--- src/design/gcc_pkg.sv ---
// Shared constants and types for the grid coin collecting block.
package gcc_pkg;

  // Beat payload widths
  localparam int COIN_W      = 8;
  localparam int OUT_TOTAL_W = 20;
  localparam int CFG_DATA_W  = 11;
  localparam int CFG_IDX_W   = 2;

  // Row counting
  localparam int ROW_W     = 10;
  localparam int ROW_LIMIT = 1024;

  // Defaults for top-level parameters
  localparam int MAX_COLS_DEF   = 1024;
  localparam int TOTAL_BITS_DEF = 20;

  // Grid size after reset
  localparam logic [CFG_DATA_W-1:0] GRID_DIM_RST = CFG_DATA_W'(16);

  // Configuration register indexes
  typedef enum logic [CFG_IDX_W-1:0] {
    CFG_GRID_ROWS = 2'd0,
    CFG_GRID_COLS = 2'd1
  } cfg_reg_e;

  // Position flags of a cell, passed from the counters to the cell stage
  typedef struct packed {
    logic first_row;
    logic first_col;
    logic last;
  } pos_flags_t;

endpackage

--- src/design/gcc_cell.sv ---
// Cell stage: input register, best-predecessor add with saturation, result register.
module gcc_cell #(
  parameter int MaxCols   = gcc_pkg::MAX_COLS_DEF,
  parameter int TotalBits = gcc_pkg::TOTAL_BITS_DEF
) (
  input  logic                            clk_i,
  input  logic                            rst_ni,
  // Input beat
  input  logic                            in_valid_i,
  output logic                            in_ready_o,
  input  logic [gcc_pkg::COIN_W-1:0]      coin_i,
  input  logic                            blocked_i,
  input  logic [$clog2(MaxCols)-1:0]      col_i,
  input  gcc_pkg::pos_flags_t             flags_i,
  // Line buffer
  input  logic [TotalBits:0]              above_i,
  output logic                            wr_en_o,
  output logic [$clog2(MaxCols)-1:0]      wr_addr_o,
  output logic [TotalBits:0]              wr_data_o,
  // Result beat
  output logic                            out_valid_o,
  input  logic                            out_ready_i,
  output logic [gcc_pkg::OUT_TOTAL_W-1:0] path_total_o,
  output logic                            reachable_o,
  output logic                            last_cell_o
);

  localparam int AddrW = $clog2(MaxCols);

  logic                       s1_valid_q;
  logic [gcc_pkg::COIN_W-1:0] coin_q;
  logic                       blocked_q;
  logic [AddrW-1:0]           col_q;
  gcc_pkg::pos_flags_t        flags_q;

  logic [TotalBits-1:0] left_q;
  logic                 left_ok_q;

  logic                       out_valid_q;
  logic [gcc_pkg::OUT_TOTAL_W-1:0] total_q;
  logic                       ok_q, last_q;

  logic                 fire, take;
  logic                 above_ok, left_use, ok;
  logic [TotalBits-1:0] above_tot, base, best;
  logic [TotalBits:0]   sum;

  assign fire       = s1_valid_q && (!out_valid_q || out_ready_i);
  assign in_ready_o = !s1_valid_q || fire;
  assign take       = in_valid_i && in_ready_o;

  // Input register
  always_ff @(posedge clk_i or negedge rst_ni) begin
    if (!rst_ni) begin
      s1_valid_q <= 1'b0;
    end else if (take) begin
      s1_valid_q <= 1'b1;
    end else if (fire) begin
      s1_valid_q <= 1'b0;
    end
  end

  always_ff @(posedge clk_i) begin
    if (take) begin
      coin_q    <= coin_i;
      blocked_q <= blocked_i;
      col_q     <= col_i;
      flags_q   <= flags_i;
    end
  end

  // Pick the better reachable predecessor, add coins, saturate
  assign above_tot = above_i[TotalBits-1:0];
  assign above_ok  = !flags_q.first_row && above_i[TotalBits];
  assign left_use  = !flags_q.first_col && left_ok_q;

  always_comb begin
    base = '0;
    ok   = 1'b0;
    if (!blocked_q) begin
      if (flags_q.first_row && flags_q.first_col) begin
        ok = 1'b1;
      end else if (above_ok && left_use) begin
        ok   = 1'b1;
        base = (left_q > above_tot) ? left_q : above_tot;
      end else if (above_ok) begin
        ok   = 1'b1;
        base = above_tot;
      end else if (left_use) begin
        ok   = 1'b1;
        base = left_q;
      end
    end
    sum  = {1'b0, base} + (TotalBits + 1)'(coin_q);
    best = sum[TotalBits] ? '1 : sum[TotalBits-1:0];
    if (!ok) begin
      best = '0;
    end
  end

  assign wr_en_o   = fire;
  assign wr_addr_o = col_q;
  assign wr_data_o = {ok, best};

  // Left neighbor register
  always_ff @(posedge clk_i or negedge rst_ni) begin
    if (!rst_ni) begin
      left_ok_q <= 1'b0;
    end else if (fire) begin
      left_ok_q <= ok;
    end
  end

  always_ff @(posedge clk_i) begin
    if (fire) begin
      left_q <= best;
    end
  end

  // Result register
  always_ff @(posedge clk_i or negedge rst_ni) begin
    if (!rst_ni) begin
      out_valid_q <= 1'b0;
    end else if (fire) begin
      out_valid_q <= 1'b1;
    end else if (out_ready_i) begin
      out_valid_q <= 1'b0;
    end
  end

  always_ff @(posedge clk_i) begin
    if (fire) begin
      total_q <= gcc_pkg::OUT_TOTAL_W'(best);
      ok_q    <= ok;
      last_q  <= flags_q.last;
    end
  end

  assign out_valid_o  = out_valid_q;
  assign path_total_o = total_q;
  assign reachable_o  = ok_q;
  assign last_cell_o  = last_q;

endmodule

--- config.mk ---
export PLATFORM = sky130hd
export DESIGN_NAME = gcc_cell
export DESIGN_NICKNAME = d
export VERILOG_FILES = /design/src/design/gcc_pkg.sv /design/src/design/gcc_cell.sv
export SDC_FILE = /design/constraint.sdc
export NUM_CORES = 1
export LEC_CHECK = 0
export ABC_AREA = 1
export BUFFER_PORTS_ARGS = -buffer_cell sky130_fd_sc_hd__buf_4
export CAP_MARGIN = 20
export CELL_PAD_IN_SITES_DETAIL_PLACEMENT = 0
export CELL_PAD_IN_SITES_GLOBAL_PLACEMENT = 1
export CORE_ASPECT_RATIO = 1.5
export CORE_UTILIZATION = 40
export DETAILED_ROUTE_END_ITERATION = 12
export PLACE_DENSITY_LB_ADDON = 0.12
export SYNTH_ARGS = -nofsm -noshare
export SYNTH_HDL_FRONTEND = slang
export SYNTH_SLANG_ARGS = --single-unit
--- constraint.sdc ---
create_clock -name clk_i -period 13.38 [get_ports clk_i]
set_input_delay 2.007 -clock clk_i [delete_from_list [all_inputs] [get_ports clk_i]]
set_output_delay 2.007 -clock clk_i [all_outputs]
set_load 0.01 [all_outputs]
==> results.sh <==
export IMPL_grt_pass1_vias=3293
export IMPL_wl_per_cell_um=16.5
export IMPL_ys_top_cells_by_count="nand2_1 (99), inv_1 (53), edfxtp_1 (44)"
export IMPL_wl_mm=10.4
export IMPL_cts_tree="yes"
export IMPL_synth_top_area_share_pct=37.4
export IMPL_start_util_pct=41.7
export IMPL_slew_headroom_pct=43.1
export IMPL_grt_max_degree=27
export IMPL_worst_path_most_repeated_cell="nand2_1"
export IMPL_synth_ff_type="edfxtp_1"
export IMPL_fmax_mhz=118
export IMPL_holdWs_ns=0.423
export IMPL_area_growth_pct=28.8
export IMPL_dp_cells=624
export IMPL_r2r_setup_slack_ns=8.48
export IMPL_setup_viol=0
export IMPL_grt_overflow=0
export IMPL_port_buffers=102
export IMPL_fin_worst_skew_ns=0.00809
export IMPL_dieHeight_um=117
export IMPL_antenna_cells=0
export IMPL_grt_pass1_wl_mm=16.2
export IMPL_syn_area_um2=3530
export IMPL_synth_async_reset_ratio_pct=6.38
export IMPL_path_cells="buf_4 -> inv_1 -> ha_1 -> nand2_1 -> nor2_1 -> nand2_2 -> nor2_4 -> nand3_2 -> nand2_4 -> o21ai_0 -> a221oi_1 -> fa_1 -> nand3_1 -> nand2_1 -> a21o_1 -> a21oi_1 -> o21ai_0 -> nand3_1 -> nor2_1 -> nand2_1 -> inv_2 -> nand3_4 -> a21oi_1 -> buf_4"
export IMPL_crit_start="above_i[15]"
export IMPL_cts_setup_buffers=0
export IMPL_ys_warn_count=0
export IMPL_tightest_slew_ns=0.853
export IMPL_cp_slowest_stage_delay_ns=0.40
export IMPL_outcome="finished clean"
export IMPL_synth_seq_cells=47
export IMPL_via_per_inst=5.19
export IMPL_final_nets=600
export IMPL_cts_hold_repair_buffers=0
export IMPL_r2r_cells=21
export IMPL_worstPathRequired_ns=11.37
export IMPL_dp_slack_ns=4.92
export IMPL_synth_area_leaders="edfxtp_1 (37%), nand2_1 (11%), ha_1 (9.9%)"
export IMPL_worstSetupStartpointType="input pin"
export IMPL_cts_root_buf="clkbuf_16"
export IMPL_insertion_delay_ns=0.30
export IMPL_core_um2=8460
export IMPL_cap_viol_max_count=0
export IMPL_finalWorstSetupSlack_ns=4.89
export IMPL_syn_nets=504
export IMPL_fin_crit_ns=8.49
export IMPL_cp_arrival_ns=6.48
export IMPL_remaining_drc_errors=0
export IMPL_end_kind="output pin"
export IMPL_synth_top_area_cell="edfxtp_1"
export IMPL_ant_nets=0
export IMPL_synth_distinct_cells=36
export IMPL_synth_seq_area_share_pct=39.5
export IMPL_maxSlewViolCount=0
export IMPL_syn_avg_cell_area_um2=8.25
export IMPL_fin_crit_sh_pct=63.4
export IMPL_clkTransAtPathRegs_ns=0.07
export IMPL_cts_path_max_buffers=2
export IMPL_tns_ns=0
export IMPL_critPathCapture="wr_data_o[6]"
export IMPL_post_cts_resized=0
export IMPL_gp_congestion=0.913
export IMPL_crit_family="simple AND/OR/NAND/NOR gates"
export IMPL_rows=41
export IMPL_r2r_end="path_total_o[6]"
export IMPL_numCtsBuffers=5
export IMPL_syn_instance_count=428
export IMPL_slowest_stage="nand2_4"
export IMPL_cts_sinks=47
export IMPL_yosysMostFrequentCell="nand2_1"
export IMPL_rsz0062_at_grt="no"
export IMPL_dpl_hpwl_mm=7.88
export IMPL_path_buf_inv=4
export IMPL_cp_depth=24
export IMPL_drt_pass1_iterations=4
export IMPL_first_iter_violations=177
export IMPL_rr_startpoint="path_total_o[15]"
export IMPL_leakagePower_nw=2.12
export IMPL_vias=3279
export IMPL_antenna_found_initial=0
export IMPL_fp_dieW_um=78.7
export IMPL_finalPower_mw=0.502
export IMPL_track_usage_pct=23.5
export IMPL_drive_above_1_share_pct=26.3
export IMPL_hold_class="flip-flop to flip-flop"
export IMPL_crit_fanout=26
export IMPL_synth_edf_count=44
export IMPL_ir_worst_vdd_v=0.0000704
export IMPL_htree_num_levels=2
export IMPL_crit_type="input pin to output pin"
export IMPL_io_pins=103
export IMPL_die_area_um2=9210
export IMPL_final_cells=632
export IMPL_hold_violations=0
export IMPL_cellPowerDensity_nw_per_um2=110
cell families (layout without fill, tap and decap cells):
| logic type | Yosys count | in the layout | synth area share, % |
|---|---|---|---|
| flops | 47 | 47 | 39.5 |
| compound gates | 85 | 85 | 14.7 |
| xor+xnor | 8 | 8 | 1.98 |
| buf+inv | 70 | 167 | 8.54 |
| simple gates | 189 | 189 | 24.7 |
| fa+ha+maj | 29 | 29 | 10.5 |
through the flow:
step | utilization, % | area, um^2
2_1_floorplan | - | 3530
3_3_place_gp | 51.4 | 4350
3_5_place_dp | 51.4 | 4350
4_1_cts | 53.7 | 4550
5_1_grt | 53.7 | 4550
6_report | 53.7 | 4550
worst min path at each step:
stage | start | to | slack, ns | cells past startpoint
after global routing | flags_q[0] | last_cell_o | 0.45 | 0
after detailed placement | flags_q[0] | last_cell_o | 0.41 | 0
final | flags_q[0] | last_cell_o | 0.42 | 0
after floorplan | flags_q[0] | last_cell_o | 0.40 | 0
after CTS | flags_q[0] | last_cell_o | 0.43 | 0
after global placement | flags_q[0] | last_cell_o | 0.40 | 0
routing by layer:
layer	up-vias	wire length, um	track usage (%)
met1	1508	3830	24.4
li1	1653	-	-
met2	96	5780	46.0
met4	0	327	11.0
met5	-	0	0
met3	22	464	3.41
cell type report:
class                           count  area, um^2
Tap cell                          107         134
Sequential cell                    47        1400
Fill cell                         813        3920
Timing Repair Buffer              104         781
Multi-Input combinational cell    311        1830
Inverter                           55         206
Clock inverter                      3        71.3
Clock buffer                        5         125
placed cells by master (no fill, tap or decap), types with 14 or more instances in the layout:
master,count
nand3_1,34
buf_4,104
edfxtp_1,44
a21oi_1,26
inv_1,53
nand2_1,99
o21ai_0,33
a221oi_1,14
nor2_1,30
ha_1,28
flip-flops by register name, indices dropped and copies added (netlist names):
signal,cells
wr_addr_o,10
flags_q,3
last_cell_o,1
reachable_o,1
out_valid_o,1
coin_q,8
left_ok_q,1
blocked_q,1
s1_valid_q,1
path_total_o,20
where the power goes:
part | internal [mW] | switching, mW | total (mW)
clock network | 0.109 | 0.0601 | 0.169
registers | 0.181 | 0.0122 | 0.193
logic | 0.0572 | 0.0829 | 0.140
total | 0.347 | 0.155 | 0.502
No activity file was read; power rests on OpenSTA's default activity.
