## config.mk

```make
export PLATFORM = sky130hd
export DESIGN_NAME = gcc_ctrl
export DESIGN_NICKNAME = d
export VERILOG_FILES = /design/src/design/gcc_pkg.sv /design/src/design/gcc_ctrl.sv
export SDC_FILE = /design/constraint.sdc
export NUM_CORES = 1
export LEC_CHECK = 0
export BUFFER_PORTS_ARGS = -buffer_cell sky130_fd_sc_hd__buf_2
export CAP_MARGIN = 20
export CORE_MARGIN = 2
export CORE_UTILIZATION = 50
export DETAILED_ROUTE_END_ITERATION = 12
export MAX_ROUTING_LAYER = met4
export PLACE_DENSITY = 0.72
export SKIP_LAST_GASP = 1
export SLEW_MARGIN = 15
export SYNTH_ARGS = -nofsm -noshare
export SYNTH_HDL_FRONTEND = slang
export SYNTH_SLANG_ARGS = --single-unit
```

## constraint.sdc

```tcl
create_clock -name clk_i -period 9.64 [get_ports clk_i]
set_input_delay 0 -clock clk_i [delete_from_list [all_inputs] [get_ports clk_i]]
set_output_delay 0 -clock clk_i [all_outputs]
set_load 0.02 [all_outputs]
```

## src/design/gcc_pkg.sv

```systemverilog
// Shared constants and types for the grid coin collecting block.
package gcc_pkg;

  // Beat payload widths
  localparam int COIN_W      = 8;
  localparam int OUT_TOTAL_W = 20;
  localparam int CFG_DATA_W  = 11;
  localparam int CFG_IDX_W   = 2;

  // Row counting
  localparam int ROW_W     = 10;
  localparam int ROW_LIMIT = 1024;

  // Defaults for top-level parameters
  localparam int MAX_COLS_DEF   = 1024;
  localparam int TOTAL_BITS_DEF = 20;

  // Grid size after reset
  localparam logic [CFG_DATA_W-1:0] GRID_DIM_RST = CFG_DATA_W'(16);

  // Configuration register indexes
  typedef enum logic [CFG_IDX_W-1:0] {
    CFG_GRID_ROWS = 2'd0,
    CFG_GRID_COLS = 2'd1
  } cfg_reg_e;

  // Position flags of a cell, passed from the counters to the cell stage
  typedef struct packed {
    logic first_row;
    logic first_col;
    logic last;
  } pos_flags_t;

endpackage

```

## src/design/gcc_ctrl.sv

```systemverilog
// Grid size registers and raster position counters.
module gcc_ctrl #(
  parameter int MaxCols = gcc_pkg::MAX_COLS_DEF
) (
  input  logic                           clk_i,
  input  logic                           rst_ni,
  input  logic                           cfg_we_i,
  input  logic [gcc_pkg::CFG_IDX_W-1:0]  cfg_idx_i,
  input  logic [gcc_pkg::CFG_DATA_W-1:0] cfg_data_i,
  input  logic                           take_i,
  output logic [$clog2(MaxCols)-1:0]     col_o,
  output gcc_pkg::pos_flags_t            flags_o
);

  localparam int AddrW = $clog2(MaxCols);
  localparam int CntW  = $clog2(MaxCols + 1);
  localparam int RowCntW = gcc_pkg::ROW_W + 1;

  logic [gcc_pkg::CFG_DATA_W-1:0] rows_q, cols_q;
  logic [AddrW-1:0]               col_q, col_d;
  logic [gcc_pkg::ROW_W-1:0]      row_q, row_d;
  logic [CntW-1:0]                cols_eff;
  logic [RowCntW-1:0]             rows_eff;
  logic                           col_end, row_end;

  // Effective bounds: zero means one, too large is clamped
  always_comb begin
    if (cols_q == '0) begin
      cols_eff = CntW'(1);
    end else if (32'(cols_q) > 32'(MaxCols)) begin
      cols_eff = CntW'(MaxCols);
    end else begin
      cols_eff = CntW'(cols_q);
    end
    if (rows_q == '0) begin
      rows_eff = RowCntW'(1);
    end else if (32'(rows_q) > 32'(gcc_pkg::ROW_LIMIT)) begin
      rows_eff = RowCntW'(gcc_pkg::ROW_LIMIT);
    end else begin
      rows_eff = RowCntW'(rows_q);
    end
  end

  assign col_end = (CntW'(col_q) == cols_eff - CntW'(1));
  assign row_end = (RowCntW'(row_q) == rows_eff - RowCntW'(1));

  // Next raster position, wrapping at row and grid end
  always_comb begin
    col_d = col_q;
    row_d = row_q;
    if (take_i) begin
      if (col_end) begin
        col_d = '0;
        row_d = row_end ? '0 : row_q + gcc_pkg::ROW_W'(1);
      end else begin
        col_d = col_q + AddrW'(1);
      end
    end
  end

  // Writes to grid_rows or grid_cols restart the grid at the origin
  always_ff @(posedge clk_i or negedge rst_ni) begin
    if (!rst_ni) begin
      rows_q <= gcc_pkg::GRID_DIM_RST;
      cols_q <= gcc_pkg::GRID_DIM_RST;
      col_q  <= '0;
      row_q  <= '0;
    end else if (cfg_we_i) begin
      case (gcc_pkg::cfg_reg_e'(cfg_idx_i))
        gcc_pkg::CFG_GRID_ROWS: begin
          rows_q <= cfg_data_i;
          col_q  <= '0;
          row_q  <= '0;
        end
        gcc_pkg::CFG_GRID_COLS: begin
          cols_q <= cfg_data_i;
          col_q  <= '0;
          row_q  <= '0;
        end
        default: ;
      endcase
    end else begin
      col_q <= col_d;
      row_q <= row_d;
    end
  end

  assign col_o             = col_q;
  assign flags_o.first_row = (row_q == '0);
  assign flags_o.first_col = (col_q == '0);
  assign flags_o.last      = row_end && col_end;

endmodule

```

==> flow_metrics.tcl, run 1 <==
set metrics [dict create \
    fillCellCount 580 \
    routedWlPerCell_um 16.7 \
    comb_power_share_pct 33.5 \
    ys_seq_area_share_pct 32.8 \
    crit_type "flip-flop to primary output" \
    cts_tree "built" \
    layout_common_cells "dfrtp_1, buf_2, nand2_1" \
    dpl.hpwl_um 5470 \
    min_period_over_period_pct 43.2 \
    layout_commonest_cell "dfrtp_1" \
    wl_um 7570 \
    clkPwrFrac_pct 21.7 \
    multi_input_area_mm2 0.00200 \
    p_sw_mw 0.207 \
    worstPathCellList "nor4_1, a31oi_1, or2_2, ha_1, or3b_1, o41ai_2, a21oi_1, a2111o_1, nor4_4, nand2_1, nor3_1, buf_2" \
    peakVddDrop_uv 111 \
    die_width_um 84.1 \
    period_minus_slack_ns 4.17 \
    worstMarginPinSlew_ns 0.942 \
    setup-tns-final_ns 0 \
    skew_ns 0.00599 \
    firstDrtPassIters 4 \
    finalPower_mw 0.550 \
    setup-violations-final 0 \
    core_area_mm2 0.00628 \
    status "complete, no violations" \
    detail-route-antenna-nets 0 \
    num_vias 2735 \
    clkLatencyLatePin_ns 0.30 \
    port_buffers 29 \
    syn_to_final_growth_pct 10.9 \
    p_seq_share_pct 44.8 \
    power.internal_mw 0.343 \
    viasPerCell 6.04 \
    grt_pass1_wl_um 12800 \
    synth_flop_cell "dfrtp_1" \
    synthArstFlopShare_pct 100 \
    synth.area.top_cells "dfrtp_1, mux2_2, xnor2_1" \
    syn-cell-area_mm2 0.00321 \
    rows 29 \
    cp_max_fo 14 \
    synth_seq_cells 42 \
    swShare_pct 37.6 \
    yosysWarnings 0 \
    syn_area_per_cell_um2 9.19 \
    h-tree-depth 2 \
    ys_types 71 \
    cp_top_family "simple AND/OR/NAND/NOR gates" \
    cts_sinks 42 \
    root_buffer "clkbuf_8" \
    cp-end-kind "primary output" \
    postCtsSetupRepairBufs 0 \
    drc 0 \
    antennaDiodeCount 0 \
    synth_top_area_share_pct 31.2 \
    slowest_stage "dfstp_2" \
    synth_top_cell_by_area "dfrtp_1" \
    rsz0062_at_grt "no" \
    cts_buffer_depth 2 \
    drive_gt1_share_pct 22.1 \
    seq_area_mm2 0.00105 \
    die_y_um 84.1 \
    synth_nets 372 \
    grt_max_degree 43 \
    clkSlewWorstSetupHoldPaths_ns 0.08 \
    critPathLaunchType "flip-flop" \
    crit_path_max_incr_delay_ns 0.69 \
    power_density_mw_per_mm2 155 \
    grt_usage_pct 22.9 \
    antenna_found_initial 0 \
    initial_core_util_pct 51.1 \
    arrival_ns 4.17 \
    drtIter0Drc 101 \
    hold_path_class "input pin to flip-flop" \
    slew_headroom_pct 37.2 \
    gp_congestion 0.910 \
    syn_inst 349 \
    fin_util_pct 56.7 \
    critPathBufInv 1 \
    overflow 0 \
    timing.final.max_slew_violations 0 \
    synth-edff-count 0 \
    power_leakage_nw 1.40 \
    drv_cap 0 \
    first_global_vias 2605 \
    fmax_ghz 0.240 \
    fin_nets 398 \
    worstPathRequired_ns 9.64 \
    ioPinCount 30 \
    cts_buffers 5 \
    hold_violations 0 \
    die-area_mm2 0.00707 \
]
## timing repair
item,4_1_cts,5_1_grt
endpoints found under the hold margin,62,0
hold buffers,12,0
gates resized for setup,0,0
## worst reg2reg max path, stage by stage, from the launching register on
cell      delay, ns
dfstp_2        0.69
nor4_1         0.15
a31oi_1        0.24
or2_2          0.15
ha_1           0.32
or3b_1         0.48
o41ai_2        0.23
a21oi_1        0.10
a2111o_1       0.44
nor4_4         0.42
a21oi_2        0.19
a21o_1         0.20
a21o_1         0.17
## power groups by stage
stage | Sequential, mW | Clock, mW | Combinational, mW
CTS | 0.246 | 0.121 | 0.184
finish | 0.247 | 0.119 | 0.184
global placement | 0.248 | 0 | 0.176
floorplan | 0.227 | 0 | 0.160
detailed placement | 0.249 | 0 | 0.179
global route | 0.253 | 0.127 | 0.206
## synthesized netlist by cell type (7+ instances only)
cell,number
nor2b_1,8
nand3_1,18
mux2_2,20
clkbuf_1,17
nor2_1,13
nor3_1,12
o21ai_1,7
inv_1,13
o21ai_0,13
dfrtp_1,40
xnor2_1,15
nor4_1,13
a21o_1,9
nand2b_1,7
nand2_1,26
a21oi_1,8
## layout make-up
cell class,count,area share (%)
repair buffers,41,7.46
clock buffers,7,2.43
inverters,13,1.37
clock inverters,1,0.141
well taps,77,2.71
flip-flops and latches,42,29.6
multi-input cells,272,56.3
## registers in the layout, indices dropped and copies added, names as in the netlist
signal,count
row_q,10
col_o,10
rows_q,11
cols_q,11
## stage by stage
stage / cells / setup slack, ns / hold slack [ns] / cell area, µm²
2_1_floorplan: 349 / 6.07 / -0.296 / 3210
3_3_place_gp: 433 / 5.89 / 0.195 / 3350
3_5_place_dp: 433 / 5.81 / 0.206 / 3350
4_1_cts: 453 / 5.48 / 0.112 / 3560
5_1_grt: 453 / 5.11 / 0.123 / 3560
6_report: 453 / 5.47 / 0.116 / 3560
## path summary, 6_finish.rpt
kind	slack (ns)	to	cells after the start	from
worst max-delay path	5.47	flags_o[0]	12	rows_q[4]$_DFFE_PN1P_
min in group asynchronous	0.38	cols_q[7]$_DFFE_PN0P_	2	rst_ni
max in group asynchronous	8.67	row_q[1]$_DFFE_PN0P_	2	rst_ni
worst min register to register	0.61	rows_q[9]$_DFFE_PN0P_	1	rows_q[9]$_DFFE_PN0P_
worst max register to register	5.77	row_q[8]$_DFFE_PN0P_	12	rows_q[4]$_DFFE_PN1P_
worst min-delay path	0.12	row_q[3]$_DFFE_PN0P_	4	take_i
## cell families (layout without fill, tap and decap cells)
| family | count (synthesis) | in the layout | share of synthesized area [%] |
|---|---|---|---|
| flops | 42 | 42 | 32.8 |
| mux | 25 | 25 | 8.97 |
| simple gates | 135 | 135 | 24.2 |
| fa+ha+maj | 6 | 6 | 2.34 |
| compound gates | 90 | 90 | 22.5 |
| buf+inv | 35 | 62 | 4.76 |
| xor+xnor | 16 | 16 | 4.37 |
## routing by layer
metal  GRT usage, %  wire length [µm]  up-vias  part of all wire, %
li1               -                 -     1352                    -
met1           32.1              3530     1311                   47
met2           35.0              3600       62                   48
met3           2.87               339       10                  4.5
met4           6.30               102        0                  1.3
met5              -                 0        -                    0
Power figures use the tool's default switching activity.
==> run 2: changes to the inputs <==
- clock period: 9.64 -> 3.92 ns (I/O delays scaled with it)
==> run 2 against run 1 <==
Effect of this change:
- total power increased by 150%
- sequential power increased by 140%
- non-clock buffer count increased by 11
==> flow_metrics.tcl, run 2 (synthesized netlist as in run 1, its figures left out) <==
set metrics [dict create \
    status "complete, no violations" \
    cp_max_fo 9 \
    fillCellCount 572 \
    setup-tns-final_ns 0 \
    routedWlPerCell_um 17.3 \
    power.internal_mw 0.847 \
    fmax_ghz 0.275 \
    drc 0 \
    cp_top_family "simple AND/OR/NAND/NOR gates" \
    worstPathCellList "nor4_2, a31oi_1, or2_2, ha_1, or3b_1, nor3_1, o2111ai_1, a2111o_1, nor4_4, nand2_2, nor3_1, buf_2" \
    power_leakage_nw 1.45 \
    die_width_um 84.1 \
    port_buffers 29 \
    gp_congestion 0.900 \
    cts_sinks 42 \
    slew_headroom_pct 34.5 \
    overflow 0 \
    antenna_found_initial 0 \
    peakVddDrop_uv 234 \
    swShare_pct 38.0 \
    critPathLaunchType "flip-flop" \
    hold_violations 0 \
    num_vias 2856 \
    fin_cells 463 \
    clkPwrFrac_pct 19.5 \
    wl_um 7990 \
    crit_type "flip-flop to primary output" \
    arrival_ns 3.64 \
    p_sw_mw 0.519 \
    timing.final.max_slew_violations 0 \
    fin_nets 409 \
    min_period_over_period_pct 92.9 \
    detail-route-antenna-nets 0 \
    firstDrtPassIters 4 \
    period_minus_slack_ns 3.64 \
    worstMarginPinSlew_ns 0.980 \
    core_area_mm2 0.00628 \
    whs_ns 0.129 \
    setup-violations-final 0 \
    rsz0062_at_grt "no" \
    viasPerCell 6.17 \
    drtIter0Drc 146 \
    cts_buffer_depth 2 \
    hold_path_class "input pin to flip-flop" \
    cp-end-kind "primary output" \
    comb_power_share_pct 37.0 \
    drive_gt1_share_pct 24.6 \
    clkLatencyLatePin_ns 0.30 \
    dp_cells 439 \
    initial_core_util_pct 51.1 \
    syn_to_final_growth_pct 13.5 \
    rows 29 \
    ioPinCount 30 \
    layout_commonest_cell "dfrtp_1" \
    power_density_mw_per_mm2 375 \
    clkSlewWorstSetupHoldPaths_ns 0.08 \
    dpl.hpwl_um 5770 \
    first_global_vias 2735 \
    grt_usage_pct 24.1 \
    cts_buffers 5 \
    skew_ns 0.00524 \
    slowest_stage "dfstp_2" \
    top_regs "cols_q x11, rows_q x11" \
    h-tree-depth 2 \
    crit_path_max_incr_delay_ns 0.64 \
    grt_max_degree 43 \
    grt_pass1_wl_um 13400 \
    die_y_um 84.1 \
    crit_path_frequent_cell "nor3_1" \
    p_seq_share_pct 43.5 \
    drv_cap 0 \
    antennaDiodeCount 0 \
    worstPathRequired_ns 3.92 \
    root_buffer "clkbuf_8" \
    layout_common_cells "dfrtp_1, buf_2, nand2_1" \
    die-area_mm2 0.00707 \
    critPathBufInv 1 \
    cts_tree "built" \
]
## run 2: area by class of cell
class | instances | area (µm²) | area share, %
Timing Repair Buffer | 52 | 348 | 9.56
Clock buffer | 7 | 76.3 | 2.10
Inverter | 13 | 48.8 | 1.34
Multi-Input combinational cell | 272 | 2020 | 55.4
Tap cell | 77 | 96.3 | 2.65
Sequential cell | 42 | 1050 | 28.9
## run 2: through the flow
step	total power, mW	worst slack, ns	utilization [%]	cell area, µm²
after floorplan	0.952	0.350	-	3210
after global placement	1.06	0.391	54.0	3390
after detailed placement	1.08	0.365	54.0	3390
after CTS	1.35	0.0530	57.1	3590
after global routing	1.45	0.0151	58.0	3640
final	1.37	0.280	58.0	3640
## run 2: final timing paths
check / startpoint / end / slack [ns] / depth (start not counted)
min: take_i / row_q[3]$_DFFE_PN0P_ / 0.13 / 4
max reg2reg: cols_q[6]$_DFFE_PN0P_ / row_q[6]$_DFFE_PN0P_ / 0.29 / 11
max in group asynchronous: rst_ni / col_o[8]$_DFFE_PN0P_ / 2.96 / 2
max: rows_q[4]$_DFFE_PN1P_ / flags_o[0] / 0.28 / 12
min reg2reg: rows_q[9]$_DFFE_PN0P_ / rows_q[9]$_DFFE_PN0P_ / 0.60 / 1
min in group asynchronous: rst_ni / cols_q[1]$_DFFE_PN0P_ / 0.38 / 2
## run 2: worst min-delay path, stage by stage
cell and delay, ns:
buf_2 0.11, nor3b_1 0.13, nand3_1 0.08, nand3_1 0.07
## run 2: what timing repair did
item / in CTS / in global routing
hold endpoints to repair: 62 / 0
buffers inserted: 0 / 5
gates resized for setup: 0 / 3
hold buffers: 12 / 0
endpoints found under the setup margin: 0 / 1
## run 2: power by group through the flow
stage | combinational [mW] | clock (mW) | sequential [mW]
3_3_place_gp | 0.467 | 0 | 0.596
3_5_place_dp | 0.477 | 0 | 0.599
5_1_grt | 0.557 | 0.290 | 0.606
4_1_cts | 0.488 | 0.274 | 0.590
2_1_floorplan | 0.393 | 0 | 0.559
6_report | 0.505 | 0.266 | 0.595
## run 2: metal layers
metal | up-vias | share of wire (%) | global-route usage [%]
li1 | 1380 | - | -
met1 | 1391 | 47 | 33.5
met2 | 73 | 48 | 36.4
met3 | 12 | 4.0 | 3.66
met4 | 0 | 1.5 | 7.77
met5 | - | 0 | -
